File: src/hdl/fpa_pkg.sv
package fpa_pkg;

  localparam int unsigned FracBits = 8;
  localparam int unsigned NumWidth = 32 + FracBits + 2;
  localparam int unsigned QuoWidth = 32 + FracBits + 1;
  localparam int unsigned FifoDepth = 4;
  localparam int unsigned FifoAw = 2;

  typedef enum logic [3:0] {
    OpAdd = 4'd0, OpSub = 4'd1, OpMul = 4'd2, OpDiv = 4'd3, OpCmp = 4'd4,
    OpMax = 4'd5, OpMin = 4'd6, OpInc = 4'd7, OpDec = 4'd8, OpToInt = 4'd9
  } op_e;

  typedef struct packed {
    logic [3:0]         kind;
    logic signed [31:0] a_value;
    logic signed [31:0] b_value;
  } fpa_in_t;

  typedef struct packed {
    logic signed [31:0] result_value;
    logic               greater;
    logic               less;
    logic               equal;
    logic               overflow;
    logic               divide_by_zero;
  } fpa_out_t;

  // Classified transaction handed from the front end to the back end.
  typedef struct packed {
    logic        is_div;
    logic        div_zero;
    logic        neg;
    logic [31:0] mag_a;
    logic [31:0] mag_b;
    fpa_out_t    quick;
  } fpa_job_t;

  function automatic logic [31:0] sat32(input logic signed [33:0] v, output logic ovf);
    logic [31:0] r;
    begin
      ovf = 1'b0;
      r = v[31:0];
      if (v > 34'sd2147483647) begin
        ovf = 1'b1; r = 32'h7fff_ffff;
      end else if (v < -34'sd2147483648) begin
        ovf = 1'b1; r = 32'h8000_0000;
      end
      return r;
    end
  endfunction

endpackage

File: src/hdl/fpa_front.sv
module fpa_front (
  input  logic            clk_i,
  input  logic            rst_ni,
  input  logic            take_i,
  input  fpa_pkg::fpa_in_t in_i,
  output logic            valid_o,
  output fpa_pkg::fpa_job_t job_o
);
  import fpa_pkg::*;

  logic              valid_q;
  fpa_job_t          job_q, job_d;
  logic signed [63:0] prod_q, prod_d;
  logic              is_mul_q;

  always_comb begin
    logic signed [33:0] a, b;
    logic ovf;
    a = 34'(in_i.a_value);
    b = 34'(in_i.b_value);
    ovf = 1'b0;
    job_d = '0;
    job_d.neg = in_i.a_value[31] ^ in_i.b_value[31];
    job_d.mag_a = in_i.a_value[31] ? 32'(-a) : in_i.a_value;
    job_d.mag_b = in_i.b_value[31] ? 32'(-b) : in_i.b_value;
    prod_d = 64'(job_d.mag_a) * 64'(job_d.mag_b);
    unique case (in_i.kind)
      OpAdd: begin
        job_d.quick.result_value = sat32(a + b, ovf); job_d.quick.overflow = ovf;
      end
      OpSub: begin
        job_d.quick.result_value = sat32(a - b, ovf); job_d.quick.overflow = ovf;
      end
      OpMul: ;
      OpDiv: begin
        job_d.is_div = 1'b1;
        job_d.div_zero = (in_i.b_value == '0);
        job_d.quick.divide_by_zero = job_d.div_zero;
      end
      OpCmp: begin
        job_d.quick.greater = in_i.a_value > in_i.b_value;
        job_d.quick.less = in_i.a_value < in_i.b_value;
        job_d.quick.equal = in_i.a_value == in_i.b_value;
      end
      OpMax: job_d.quick.result_value =
               (in_i.a_value > in_i.b_value) ? in_i.a_value : in_i.b_value;
      OpMin: job_d.quick.result_value =
               (in_i.a_value < in_i.b_value) ? in_i.a_value : in_i.b_value;
      OpInc: begin
        job_d.quick.result_value = sat32(a + 34'sd1, ovf); job_d.quick.overflow = ovf;
      end
      OpDec: begin
        job_d.quick.result_value = sat32(a - 34'sd1, ovf); job_d.quick.overflow = ovf;
      end
      OpToInt: job_d.quick.result_value = in_i.a_value >>> FracBits;
      default: ;
    endcase
  end

  always_ff @(posedge clk_i or negedge rst_ni) begin
    if (!rst_ni) begin
      valid_q <= 1'b0;
    end else begin
      valid_q <= take_i;
    end
  end

  always_ff @(posedge clk_i) begin
    if (take_i) begin
      job_q <= job_d;
      prod_q <= prod_d;
      is_mul_q <= (in_i.kind == OpMul);
    end
  end

  // Round and saturate the registered product combinationally.
  always_comb begin
    logic [63:0] q;
    logic signed [65:0] s;
    logic ovf;
    job_o = job_q;
    q = (64'(prod_q) + (64'd1 << (FracBits - 1))) >> FracBits;
    s = job_q.neg ? -66'(q) : 66'(q);
    ovf = 1'b0;
    if (is_mul_q) begin
      if (s > 66'sd2147483647) begin
        ovf = 1'b1; job_o.quick.result_value = 32'h7fff_ffff;
      end else if (s < -66'sd2147483648) begin
        ovf = 1'b1; job_o.quick.result_value = 32'h8000_0000;
      end else begin
        job_o.quick.result_value = s[31:0];
      end
      job_o.quick.overflow = ovf;
    end
  end

  assign valid_o = valid_q;

endmodule

File: src/hdl/fpa_queue.sv
module fpa_queue (
  input  logic             clk_i,
  input  logic             rst_ni,
  input  logic             push_i,
  input  fpa_pkg::fpa_job_t data_i,
  input  logic             pop_i,
  output logic             empty_o,
  output logic [fpa_pkg::FifoAw:0] count_o,
  output fpa_pkg::fpa_job_t data_o
);
  import fpa_pkg::*;

  fpa_job_t            mem_q [FifoDepth];
  logic [FifoAw-1:0]   wr_q, rd_q;
  logic [FifoAw:0]     cnt_q;

  always_ff @(posedge clk_i or negedge rst_ni) begin
    if (!rst_ni) begin
      wr_q <= '0; rd_q <= '0; cnt_q <= '0;
    end else begin
      if (push_i) wr_q <= wr_q + 1'b1;
      if (pop_i) rd_q <= rd_q + 1'b1;
      cnt_q <= cnt_q + (FifoAw + 1)'(push_i) - (FifoAw + 1)'(pop_i);
    end
  end

  always_ff @(posedge clk_i) begin
    if (push_i) mem_q[wr_q] <= data_i;
  end

  assign data_o = mem_q[rd_q];
  assign empty_o = (cnt_q == '0);
  assign count_o = cnt_q;

endmodule

File: src/hdl/fpa_back.sv
module fpa_back (
  input  logic             clk_i,
  input  logic             rst_ni,
  input  logic             avail_i,
  input  fpa_pkg::fpa_job_t job_i,
  output logic             pop_o,
  output logic             strobe_o,
  output fpa_pkg::fpa_out_t res_o
);
  import fpa_pkg::*;

  // Restoring divider, one quotient bit per cycle on the doubled operands.
  localparam int unsigned Steps = NumWidth;
  localparam int unsigned CntW = $clog2(Steps + 1);

  logic              busy_q;
  logic [CntW-1:0]   cnt_q;
  logic [NumWidth-1:0] rem_q, num_q;
  logic [NumWidth-1:0] den_q;
  logic [QuoWidth-1:0] quo_q;
  logic              neg_q, fin_q, strobe_q;
  fpa_out_t          res_q;

  assign pop_o = avail_i && !busy_q && !fin_q;

  always_ff @(posedge clk_i or negedge rst_ni) begin
    if (!rst_ni) begin
      busy_q <= 1'b0; fin_q <= 1'b0; strobe_q <= 1'b0; cnt_q <= '0;
    end else begin
      strobe_q <= 1'b0;
      fin_q <= 1'b0;
      if (pop_o) begin
        if (job_i.is_div && !job_i.div_zero) begin
          busy_q <= 1'b1;
          cnt_q <= CntW'(Steps);
        end else begin
          strobe_q <= 1'b1;
        end
      end else if (busy_q) begin
        cnt_q <= cnt_q - 1'b1;
        if (cnt_q == CntW'(1)) begin
          busy_q <= 1'b0;
          fin_q <= 1'b1;
        end
      end else if (fin_q) begin
        strobe_q <= 1'b1;
      end
    end
  end

  always_ff @(posedge clk_i) begin
    logic [NumWidth-1:0] trial;
    logic [63:0] qr;
    trial = {rem_q[NumWidth-2:0], num_q[NumWidth-1]};
    if (pop_o) begin
      res_q <= job_i.quick;
      neg_q <= job_i.neg;
      // n2 = 2*|a|<<F + |b|, d2 = 2*|b|
      num_q <= (NumWidth'(job_i.mag_a) << (FracBits + 1)) + NumWidth'(job_i.mag_b);
      den_q <= NumWidth'(job_i.mag_b) << 1;
      rem_q <= '0;
      quo_q <= '0;
    end else if (busy_q) begin
      num_q <= num_q << 1;
      if (trial >= den_q) begin
        rem_q <= trial - den_q;
        quo_q <= {quo_q[QuoWidth-2:0], 1'b1};
      end else begin
        rem_q <= trial;
        quo_q <= {quo_q[QuoWidth-2:0], 1'b0};
      end
    end else if (fin_q) begin
      qr = 64'(quo_q);
      if (!neg_q && qr > 64'd2147483647) begin
        res_q.result_value <= 32'h7fff_ffff; res_q.overflow <= 1'b1;
      end else if (neg_q && qr > 64'd2147483648) begin
        res_q.result_value <= 32'h8000_0000; res_q.overflow <= 1'b1;
      end else begin
        res_q.result_value <= neg_q ? 32'(-qr) : qr[31:0];
      end
    end
  end

  assign strobe_o = strobe_q;
  assign res_o = res_q;

endmodule

File: src/hdl/fixed_point_alu.sv
// Each operation passes the front-stage register, the queue and the back-end
// result register; a divide by a nonzero divisor also runs a bit-serial
// restoring divider. Throughput: one transaction per cycle while busy is low;
// a divide holds the back end; busy rises once queue and front stage hold three.
// Reset (rst_ni, asynchronous, active low) empties the pipeline and queue.
// Results are shown for one cycle on done_o; the receiver cannot stall.
module fixed_point_alu (
  input  logic             clk_i,
  input  logic             rst_ni,
  input  logic             start,
  output logic             busy,
  input  fpa_pkg::fpa_in_t  req_i,
  output logic             done_o,
  output fpa_pkg::fpa_out_t rsp_o
);
  import fpa_pkg::*;

  logic            take, f_valid, q_empty, q_pop;
  logic [FifoAw:0] q_count;
  fpa_job_t        f_job, q_job;

  assign take = start && !busy;
  // One transaction may still be in the front stage, so leave room for it.
  assign busy = (q_count + (FifoAw + 1)'(f_valid)) >= (FifoAw + 1)'(FifoDepth - 1);

  fpa_front u_front (
    .clk_i, .rst_ni, .take_i(take), .in_i(req_i), .valid_o(f_valid), .job_o(f_job)
  );

  fpa_queue u_queue (
    .clk_i, .rst_ni, .push_i(f_valid), .data_i(f_job), .pop_i(q_pop),
    .empty_o(q_empty), .count_o(q_count), .data_o(q_job)
  );

  fpa_back u_back (
    .clk_i, .rst_ni, .avail_i(!q_empty), .job_i(q_job), .pop_o(q_pop),
    .strobe_o(done_o), .res_o(rsp_o)
  );

endmodule

File: config.mk
export PLATFORM = sky130hd
export DESIGN_NAME = fixed_point_alu
export DESIGN_NICKNAME = d
export VERILOG_FILES = /design/src/hdl/fpa_pkg.sv /design/src/hdl/fpa_front.sv /design/src/hdl/fpa_queue.sv /design/src/hdl/fpa_back.sv /design/src/hdl/fixed_point_alu.sv
export SDC_FILE = /design/constraint.sdc
export NUM_CORES = 2
export LEC_CHECK = 0
export BUFFER_PORTS_ARGS = -buffer_cell sky130_fd_sc_hd__buf_2
export CAP_MARGIN = 20
export CORE_ASPECT_RATIO = 1.5
export CORE_MARGIN = 5
export CORE_UTILIZATION = 65
export CTS_CLUSTER_DIAMETER = 60
export DETAILED_ROUTE_END_ITERATION = 10
export GPL_ROUTABILITY_DRIVEN = 0
export PLACE_DENSITY = 0.84
export SYNTH_ARGS = -nofsm -noshare
export SYNTH_HDL_FRONTEND = slang
export SYNTH_SLANG_ARGS = --single-unit
File: constraint.sdc
create_clock -name clk_i -period 10.4 [get_ports clk_i]
set_input_delay 1.56 -clock clk_i [delete_from_list [all_inputs] [get_ports clk_i]]
set_output_delay 1.56 -clock clk_i [all_outputs]
set_load 0.05 [all_outputs]
==> results of run 1 <==
==> kinds of logic after synthesis <==
kind of cell,count (synthesis)
simple gates,2253
buf+inv,1561
fa+ha+maj,1296
compound gates,999
flops,784
xor+xnor,397
mux,177
==> layer usage <==
layer,global-route usage [%],overflow
met1,55.9,1
met2,74.3,6
met4,55.9,9
met3,45.3,3
met5,30.2,1
==> stage by stage <==
| step | utilization (%) | setup slack (ns) | hold WS [ns] |
|---|---|---|---|
| 3_5_place_dp | 71.9 | -1.30 | 0.453 |
| 4_1_cts | 74.9 | -0.280 | 0.467 |
| 2_1_floorplan | - | -0.717 | 0.425 |
| 3_3_place_gp | 71.9 | -1.14 | 0.438 |
==> timing repair <==
item / CTS
endpoints found under the setup margin: 19
hold endpoints to repair: 0
hold buffers: 0
resized for setup: 135
setup buffers: 44
pin swaps: 137
==> Yosys cell counts (22+ instances only) <==
cell type	n	share of area, %
nand3_1	111	0.75
nor2b_1	39	0.33
dfxtp_1	82	2.2
nor2_1	774	3.9
xnor2_1	258	3.0
or3_1	43	0.36
fa_1	899	24
and2_1	41	0.34
buf_1	34	0.17
a31oi_1	48	0.40
xor2_1	138	1.6
clkbuf_1	348	1.8
or4_1	22	0.22
o31ai_1	35	0.35
nand4_1	52	0.44
ha_1	397	6.7
o2111ai_1	28	0.33
mux4_2	103	3.1
and3_1	39	0.33
nor3_1	99	0.67
edfxtp_1	685	28
inv_1	1145	5.8
o21bai_1	26	0.26
a221oi_1	27	0.32
nand2_1	874	4.4
nor4_1	41	0.34
a21o_1	68	0.69
o21ai_0	289	1.9
o21a_1	22	0.22
a21oi_1	214	1.4
mux2i_1	55	0.74
o211ai_1	43	0.43
nand2b_1	38	0.32
o21ai_1	34	0.23
==> metrics.md, run 1 <==
| Metric | Value |
|---|---|
| Sink Count | `roughly 780` |
| Flops & latches, synth | `approximately 780` |
| H-tree levels | `3` |
| Placed cell count | `approximately 9,400` |
| Post-DP HPWL | `about 200,000 microns` |
| Post-synthesis cell type count | `94` |
| Root buffer cell | `clkbuf_16` |
| GRT Total Usage | `between 50% and 60%` |
| Halt Stage | `global routing (5_1_grt)` |
| Type of pin the worst path ends at | `register data pin` |
| Post-Syn Area | `74,400 sq um` |
| Clk buf depth | `3` |
| Error message | `[ERROR GRT-0232] Routing congestion too high. Check the congestion heatmap in the GUI.` |
| # rows | `152` |
| Post-synthesis compound-gate area fraction | `under 10%` |
| Syn Nets | `slightly below 9,000` |
| Die Ht | `~420 microns` |
| Starting density of the core | `approximately two thirds` |
| Input/output buffers | `~110` |
| Largest family of logic cells by synthesized area | `adder cells` |
| Most common flop cell mapped by yosys | `edfxtp_1` |
| Total grt overflow | `20` |
| Adder-Cell Fraction of Synth Area | `30.9%` |
| Post-synth EDFFs | `between 600 and 700` |
| Simple-Gate Fraction of Synth Area | `about an eighth` |
| Synth Area in XOR/XNOR | `4.69%` |
| Post-synthesis async set-or-reset flop share | `2.17%` |
| Post-synthesis area per instance | `~10 sq um` |
| GRT worst endpoint | `u_front.prod_q[56]$_DFFE_PP_/D` |
| Largest net degree at the start of global routing | `between 90 and 100` |
| Warnings, synthesis | `0` |
| Post-Synthesis Cells | `roughly 7,500` |
| Mux cell area share after synthesis | `under 10%` |
| Total CTS buffers | `between 70 and 80` |
| Placed Area | `82,100 sq um` |
| Die width | `between 200 and 300 microns` |
| IO Pins | `110` |
| Status | `stopped before the end` |
| Sequential area share after synthesis | `30.4%` |
==> run 2, diff against run 1 <==
--- a/config.mk
+++ b/config.mk
@@ -7,13 +7,11 @@
 export LEC_CHECK = 0
 export BUFFER_PORTS_ARGS = -buffer_cell sky130_fd_sc_hd__buf_2
 export CAP_MARGIN = 20
-export CORE_ASPECT_RATIO = 1.5
 export CORE_MARGIN = 5
-export CORE_UTILIZATION = 65
-export CTS_CLUSTER_DIAMETER = 60
+export CORE_UTILIZATION = 40
 export DETAILED_ROUTE_END_ITERATION = 10
 export GPL_ROUTABILITY_DRIVEN = 0
-export PLACE_DENSITY = 0.84
+export PLACE_DENSITY_LB_ADDON = 0.15
 export SYNTH_ARGS = -nofsm -noshare
 export SYNTH_HDL_FRONTEND = slang
 export SYNTH_SLANG_ARGS = --single-unit
==> metrics.md, run 2 <==
| Metric | Value |
|---|---|
| Clock slew at reported path FFs | `0.06 ns` |
| Placed Area | `83,200 sq um (was 82,100 sq um)` |
| Detail Route Antenna Nets | `0` |
| PnR worst setup slack | `-0.392 ns` |
| Initial antenna violation count | `17` |
| Period utilization | `104%` |
| Worst Tran Pin Value | `between 1 and 1.5 ns` |
| GRT Total Usage | `roughly a quarter` |
| Worst-path fanout max | `3` |
| H-tree levels | `3 (unchanged)` |
| F_max | `~93 MHz` |
| Sequential area share after synthesis | `30.4% (unchanged)` |
| Share of cells above drive strength 1 | `between 15 and 20%` |
| Root buffer cell | `clkbuf_16 (unchanged)` |
| CP startpoint kind | `input port` |
| Routed WL per cell | `between 20 and 25 microns` |
| Status | `finished with violations (was stopped before the end)` |
| Hold Buf Count CTS | `0 (unchanged)` |
| Die Ht | `441 microns (was 424 microns)` |
| Setup slack, reg-to-reg | `between 3 and 4 ns` |
| Most common cell after layout, fill and taps aside | `inv_1` |
| RSZ-0062 raised after global routing | `true` |
| Vias in the first global route | `between 50,000 and 60,000` |
| Post-Synthesis Cells | `7,467 (unchanged)` |
| Total CTS buffers | `78 (was 75)` |
| Final instance area | `about 87,000 sq um` |
| P&R area growth vs syn | `17.6%` |
| Final min period | `10.79 ns` |
| IO Pins | `110 (unchanged)` |
| Flops & latches, synth | `784 (unchanged)` |
| Hold_sp | `u_back.rem_q[40]` |
| Reg2Reg Launch Point | `u_front.prod_q[8]` |
| Critical Path End Type | `register` |
| Max FFs per register | `approximately 410` |
| Hold Path Depth | `2` |
| Post-synthesis async set-or-reset flop share | `2.17% (unchanged)` |
| First-pass GRT wire length | `around 370,000 microns` |
| Worst EP arrival | `~11 ns` |
| TritonCTS clock tree | `yes` |
| Via Count | `between 50,000 and 60,000` |
| Syn Nets | `8,834 (unchanged)` |
| Skew final | `~0.041 ns` |
| Post-synth EDFFs | `685 (unchanged)` |
| Crit path kind | `in2reg` |
| Final Hold Fails | `0` |
| Residual DRC | `0` |
| Post-synthesis area per instance | `9.96 sq um (unchanged)` |
| Die width | `441 microns (was 286 microns)` |
| # setup viols final | `15` |
| Failing checks | `setup timing` |
| First DRT Iteration DRCs | `about 4,800` |
| Core ar. | `roughly 190,000 sq um` |
| Vias/cell | `between 5 and 6` |
| Worst path max stage delay | `around 0.62 ns` |
| Reg2reg end | `u_queue.mem_q[3][1]` |
| Total grt overflow | `0` |
| Drt pass-1 iters | `7` |
| Most frequent cells in the layout | `1,102 x inv_1, 877 x fa_1, 858 x nand2_1` |
| Worst Hold Class | `reg2reg` |
| Reg2reg path depth | `15` |
| Later-pin clock latency in the skew report | `~0.67 ns` |
| # rows | `158 (was 152)` |
| Post-synthesis cell type count | `94 (unchanged)` |
| Synth area leaders | `edfxtp_1 28%, fa_1 24%, ha_1 6.7% (unchanged)` |
| Largest Register | `u_queue.mem_q` |
| Largest net degree at the start of global routing | `84` |
| Most frequent cell after synthesis | `inv_1 (unchanged)` |
| Share of the synthesized area in the top cell type | `27.7% (unchanged)` |
| Post-DP HPWL | `197,000 microns (was 198,000 microns)` |
| Synth top cells by count | `1,145 x inv_1, 899 x fa_1, 874 x nand2_1 (unchanged)` |
| Sink Count | `784 (unchanged)` |
| Die Area | `roughly 190,000 sq um` |
| Max cap viols | `0` |
| Post-Syn Area | `74,400 sq um (unchanged)` |
| Warnings, synthesis | `0 (unchanged)` |
| Slowest-stage cell, CP | `fa_2` |
| Leading area contributor after synthesis | `edfxtp_1 (unchanged)` |
| Most common flop cell mapped by yosys | `edfxtp_1 (unchanged)` |
| CP most frequent cell | `fa_1` |
| WP data required | `about 11 ns` |
| Input/output buffers | `109 (unchanged)` |
| End of the worst hold path | `u_back.rem_q[40]` |
| Rel. slew slack | `a little over a quarter` |
| Slew Viols, Final | `0` |
| Pre-CTS WS | `-1.45 ns (was -1.30 ns)` |
| Starting density of the core | `40.1% (was 65.2%)` |
| Nets | `between 9,000 and 10,000` |
| Clk buf depth | `3 (unchanged)` |
| Aggregate routed wire length | `between 200,000 and 250,000 microns` |
| Setup TNS | `-2.99 ns` |
[run 2: cell counts after synthesis]
No cell type changed its count.
[run 2: final cells by class]
class                   instances  area, sq um
inverters                    1162         4410
repair buffers                873         7170
diodes                          8         20.0
clock buffers                  89         2000
flip-flops and latches        784        22600
clock inverters                54          642
well taps                    2480         3100
fillers                     17400        97800
multi-input cells            5122        47400
[run 2: timing repair]
item	in CTS	in global routing
pin swaps	50	119
gates cloned	0	2
gates resized for setup	94	161
buffers inserted	36	25
setup endpoints to repair	22	31
[run 2: routing by layer]
layer  vias to the layer above  global-route usage [%]  routed length, microns
met2                      2248                    38.4                  108000
li1                      25700                       -                       -
met1                     28700                    35.9                  107000
met4                         4                    8.26                    8760
met5                         -                       0                      14
met3                       388                    6.55                   23100
[run 2: cells by family after synthesis]
| logic type | count (synthesis) | share of synthesized area, % |
|---|---|---|
| AO/OA/AOI/OAI | 999 | 8.58 |
| AND/OR/NAND/NOR | 2253 | 13.3 |
| buffers and inverters | 1561 | 7.94 |
| adder cells (fa/ha/maj) | 1296 | 30.9 |
| multiplexers | 177 | 4.15 |
| XOR/XNOR | 397 | 4.69 |
| flip-flops | 784 | 30.4 |
[run 2: worst max-delay path by stage]
| stage | startpoint | endpoint | slack [ns] | depth (start not counted) |
|---|---|---|---|---|
| detailed placement | req_i[3] | u_front.prod_q[56] | -1.45 | 39 |
| floorplan | req_i[32] | u_front.prod_q[56] | -0.72 | 40 |
| global placement | req_i[3] | u_front.prod_q[63] | -1.34 | 38 |
| finish | req_i[41] | u_front.prod_q[56] | -0.39 | 37 |
| global route | req_i[33] | u_front.prod_q[56] | -0.69 | 45 |
| CTS | req_i[33] | u_front.prod_q[56] | -0.31 | 40 |
[run 2: worst max-delay path: cells and delay by family]
| family | cells | cell delay [ns] |
|---|---|---|
| AND/OR/NAND/NOR | 9 | 2.62 |
| XOR/XNOR | 1 | 0.14 |
| adder cells (fa/ha/maj) | 9 | 4.26 |
| AO/OA/AOI/OAI | 11 | 1.88 |
| buffers and inverters | 7 | 0.72 |
[run 2: metrics by stage]
step / instances / hold slack (ns) / util [%]
2_1_floorplan: 7467 / 0.425 / -
3_3_place_gp: 10400 / 0.442 / 44.9
3_5_place_dp: 10400 / 0.453 / 44.9
4_1_cts: 10500 / 0.466 / 46.7
5_1_grt: 10600 / 0.491 / 47.2
6_report: 10600 / 0.461 / 47.2
Power of run 2 is not shown: default switching activity piles up to over one toggle a cycle in this logic, so the estimate is an artifact.
